**config.mk**
```make
export PLATFORM = sky130hd
export DESIGN_NAME = pev_blend_lane
export DESIGN_NICKNAME = d
export VERILOG_FILES = /design/src/sv/pev_pkg.sv /design/src/sv/pev_blend_lane.sv
export SDC_FILE = /design/constraint.sdc
export NUM_CORES = 1
export LEC_CHECK = 0
export BUFFER_PORTS_ARGS = -buffer_cell sky130_fd_sc_hd__clkbuf_2
export CORE_MARGIN = 8
export CORE_UTILIZATION = 55
export CTS_BUF_LIST = sky130_fd_sc_hd__clkbuf_16
export DETAILED_ROUTE_END_ITERATION = 8
export PLACE_DENSITY_LB_ADDON = 0.05
export SKIP_CTS_REPAIR_TIMING = 1
export SLEW_MARGIN = 20
export SYNTH_ARGS = -nofsm -noshare
export SYNTH_HDL_FRONTEND = slang
export SYNTH_SLANG_ARGS = --single-unit
```
**constraint.sdc**
```tcl
create_clock -name i_clk -period 11.9 [get_ports i_clk]
set_input_delay 1.19 -clock i_clk [delete_from_list [all_inputs] [get_ports i_clk]]
set_output_delay 1.19 -clock i_clk [all_outputs]
set_load 0.01 [all_outputs]
```
**src/sv/pev_pkg.sv**
```systemverilog
// ---------------------------------------------------------------------------
// pev_pkg: shared types and constants for the particle Euler update block
// Beat layouts of both channels, register indexes and pipeline control.
// ---------------------------------------------------------------------------
package pev_pkg;

    localparam int NUM_STAGES = 5;
    localparam int CFG_IDX_W  = 3;
    localparam int CFG_DATA_W = 32;

    typedef enum logic [CFG_IDX_W-1:0] {
        CFG_TIME_STEP = 3'd0,
        CFG_GRAV_X    = 3'd1,
        CFG_GRAV_Y    = 3'd2,
        CFG_GRAV_Z    = 3'd3,
        CFG_DAMPING   = 3'd4,
        CFG_END_COLOR = 3'd5,
        CFG_END_SCALE = 3'd6,
        CFG_LERP_MODE = 3'd7
    } t_cfg_idx;

    localparam logic [15:0] TIME_STEP_RST = 16'd1092;
    localparam logic [16:0] DAMPING_RST   = 17'd65536;

    typedef struct packed {
        logic        [17:0] life_in;
        logic        [23:0] inverse_lifetime;
        logic signed [31:0] velocity_x_in;
        logic signed [31:0] velocity_y_in;
        logic signed [31:0] velocity_z_in;
        logic signed [31:0] position_x_in;
        logic signed [31:0] position_y_in;
        logic signed [31:0] position_z_in;
        logic        [31:0] color_in;
        logic        [31:0] scale_in;
        logic               last_in_frame;
    } t_pev_in;

    typedef struct packed {
        logic        [17:0] life_out;
        logic signed [31:0] velocity_x_out;
        logic signed [31:0] velocity_y_out;
        logic signed [31:0] velocity_z_out;
        logic signed [31:0] position_x_out;
        logic signed [31:0] position_y_out;
        logic signed [31:0] position_z_out;
        logic        [31:0] color_out;
        logic        [31:0] scale_out;
        logic               expired;
        logic               last_out;
    } t_pev_out;

    // Per-stage load enables shared by the datapath lanes.
    typedef struct packed {
        logic [NUM_STAGES-1:0] en;
    } t_pipe_ctl;

endpackage

```
**src/sv/pev_blend_lane.sv**
```systemverilog
// ---------------------------------------------------------------------------
// pev_blend_lane: one channel of the color or scale blend
// Moves a channel from its spawn value toward the end value by life, with
// round-half-up and clamping to the channel range, over two stages.
// ---------------------------------------------------------------------------
module pev_blend_lane (
    input  logic               i_clk,
    input  pev_pkg::t_pipe_ctl i_ctl,
    input  logic               i_narrow,
    input  logic        [15:0] i_start,
    input  logic        [15:0] i_end,
    input  logic        [17:0] i_t,
    output logic        [15:0] o_value
);

    logic signed [35:0] r_prod, n_prod;
    logic        [15:0] r_start;
    logic        [15:0] r_value, n_value;

    logic signed [16:0] w_diff;
    logic signed [36:0] w_acc;
    logic signed [20:0] w_q;
    logic signed [20:0] w_max;

    always_comb begin
        w_diff = $signed({1'b0, i_end}) - $signed({1'b0, i_start});
        n_prod = 36'(w_diff) * 36'($signed({1'b0, i_t}));

        w_acc = $signed({5'd0, r_start, 16'd0}) + 37'(r_prod) + 37'sd32768;
        w_q   = 21'(w_acc >>> 16);
        // Color channels are 8 bits wide, scale channels 16.
        w_max = i_narrow ? 21'sd255 : 21'sd65535;
        if (w_q < 21'sd0) begin
            n_value = 16'd0;
        end else if (w_q > w_max) begin
            n_value = 16'(w_max);
        end else begin
            n_value = 16'(w_q);
        end
    end

    always_ff @(posedge i_clk) begin
        if (i_ctl.en[2]) begin
            r_prod  <= n_prod;
            r_start <= i_start;
        end
        if (i_ctl.en[3]) begin
            r_value <= n_value;
        end
    end

    assign o_value = r_value;

endmodule

```
==> flow_summary.ini <==
[run]
max-cap-violations = 0

[synthesis]
yosysWarnings = 0
yosysSeqAreaShare = 0.110
yosysUniqueCellTypes = 71
synth_area_mm2 = 0.0145
syn-num-nets = 2062
synth_xor_xnor_area_share = 0.0283
synth-compound-area-share = 0.0889
synthFlopType = edfxtp_1
synth_top_family_by_area = adder cells
syn_inst = 1598
ys_seq_elements = 53
synth-simple-area-share = 0.170
synthMuxAreaShare = 0.0214
synth_edf_count = 53
avgSynthCellArea_um2 = 9.07
synth_fa_ha_area_frac = 0.475
synth-async-reset-ratio = 0

[clock_network]
cts.sink_count = 53
cts-root-buf = clkbuf_16
clk_pin_slew_ns = 0.07
cts_htree_levels = 2
cts_tree = built
clockBufferDepth = 2
clkLatencyLatePin_ns = 0.30
cts_made_buffers = 5

[final_layout]
layout-drive-gt1-share = 0.0887
area_growth_pct = 5.19
layout.nets = 2076

[timing]
final-hold-violation-count = 0
finClkSkew_ns = 0.00971
timing.final.ws_setup_ns = 2.15
relSlewSlack = 0.312
fin_crit_ns = 9.75
timing.fmax_mhz = 103
final.setup.tns_ns = 0
rsz0062_at_grt = false
worst_pin_slew_ns = 1.03
slew_viol_final = 0
setup_viol = 0
min_period_over_period = 0.819

[critical_path]
cp.required_ns = 11.95
endpoint_kind = flop
cpPeakStageDelay_ns = 0.57
worstPathArrival_ns = 9.80
critPathSlowestCell = o311ai_0
crit_fanout = 7
start_kind = input port
cp_common_cell = fa_1
r2r_slack_ns = 7.20
worstSetupPathType = in2reg

[global_route]
grt_pass1_vias = 10900
antenna_found_initial = 0
grt_util_all_layers = 0.223
grt-ovfl-total = 0
grt_max_degree = 42
grt_pass1_wl_um = 56400

[floorplan]
io_pins = 73
dieArea_mm2 = 0.0318
coreArea_mm2 = 0.0260
start_util = 0.558
die_w_um = 178
die_h_um = 178
num_rows = 59

[worst_hold_path]
worstHoldPathType = reg2reg

[placement]
dp_hpwl_um = 27600
gp_congestion = 0.814
io_buffers = 69
pre_cts_ws_ns = 1.86

[drt]
first_pass_iters = 4
initialDrtViolationCount = 586
routed_wl_um = 34400
via_count = 10800
wl_per_cell_um = 17.7
ant_nets = 0
drc = 0
vias_per_cell = 5.53

[status]
status = finished clean
[per-stage QoR]
stage	instances	util	cell area [um2]	hold slack [ns]
6_report	1949	0.587	15300	0.901
2_1_floorplan	1598	-	14500	0.762
3_5_place_dp	1940	0.581	15100	0.886
3_3_place_gp	1940	0.581	15100	0.889
4_1_cts	1948	0.587	15200	0.917
5_1_grt	1948	0.587	15300	0.944
[cell families after synthesis]
logic type               count (synthesis)
AND/OR/NAND/NOR                        481
adder cells (fa/ha/maj)                407
buffers and inverters                  403
AO/OA/AOI/OAI                          182
flip-flops                              53
XOR/XNOR                                46
multiplexers                            26
[Yosys cell counts, drive strengths merged (3+ instances only)]
| cell | number | area, um2 |
|---|---|---|
| inv | 324 | 1220 |
| fa | 240 | 4800 |
| nand2 | 199 | 747 |
| ha | 167 | 2090 |
| clkbuf | 74 | 278 |
| and2 | 56 | 350 |
| edfxtp | 53 | 1590 |
| a21oi | 49 | 245 |
| nor2 | 43 | 161 |
| nor2b | 38 | 238 |
| xnor2 | 27 | 244 |
| nand2b | 25 | 156 |
| nand3 | 23 | 115 |
| a31oi | 22 | 153 |
| o21ai | 21 | 105 |
| a21o | 19 | 143 |
| and3 | 19 | 120 |
| mux2 | 19 | 240 |
| xor2 | 19 | 166 |
| nand4b | 18 | 158 |
| nor3b | 15 | 113 |
| o311ai | 12 | 105 |
| o21a | 11 | 82.6 |
| or2 | 11 | 68.8 |
| nor3 | 9 | 45.0 |
| o311a | 8 | 80.1 |
| a211oi | 7 | 52.6 |
| mux2i | 7 | 70.1 |
| nand4 | 7 | 50.1 |
| buf | 5 | 40.0 |
| or3 | 5 | 31.3 |
| a211o | 4 | 35.0 |
| a2bb2oi | 4 | 41.3 |
| o21ba | 4 | 40.0 |
| and3b | 3 | 27.5 |
| and4 | 3 | 28.8 |
| nor4 | 3 | 25.0 |
| o31ai | 3 | 22.5 |
[area by class of cell]
cell class	instances	area [um2]
diodes	1	2.50
clock buffers	5	125
clock inverters	3	25.0
fillers	2395	10700
inverters	324	1220
multi-input cells	1142	11400
flip-flops and latches	53	1590
well taps	335	419
repair buffers	86	473
[per-layer routing]
| layer | up-vias | GRT usage | part of all wire |
|---|---|---|---|
| met1 | 5366 | 0.323 | 0.48 |
| met4 | 0 | 0.0307 | 0.011 |
| li1 | 5124 | - | - |
| met2 | 258 | 0.361 | 0.46 |
| met5 | - | 0 | 0 |
| met3 | 26 | 0.0277 | 0.051 |
[critical path, delay by kind of cell]
family,cells,cell delay (ns)
adders and majority gates,9,4.19
AOI/OAI and AO/OA,11,3.35
and+or+nand+nor,4,0.70
buffers and inverters,4,0.22
xor gates and xnor gates,1,0.15
[final timing paths]
kind | startpoint | cells past startpoint | end
setup / recovery | i_end[0] | 29 | r_prod[34]$_DFFE_PP_
hold / removal | r_prod[15]$_DFFE_PP_ | 3 | o_value[0]$_SDFFCE_PN0P_
setup reg to reg | r_prod[15]$_DFFE_PP_ | 16 | o_value[12]$_SDFFCE_PN0P_
hold reg to reg | r_prod[15]$_DFFE_PP_ | 3 | o_value[0]$_SDFFCE_PN0P_
[registers in the layout (all words and copies together), names as in the netlist]
name,cells
o_value,16
r_prod,21
r_start,16
[placed cells by master, fill, tap and decap left out, drive strengths merged, types with 21 or more instances in the layout]
cell type,netlist,final
nor2,43,43
nand2b,25,25
inv,324,325
and2,56,56
a31oi,22,22
a21oi,49,49
nand3,23,23
nor2b,38,38
nand2,199,199
fa,240,240
ha,167,167
xnor2,27,27
clkbuf,74,74
o21ai,21,21
edfxtp,53,53
Power is left out: the tool's default activity adds up to more than one toggle a clock period on the data nets, which glitch-free logic cannot reach.
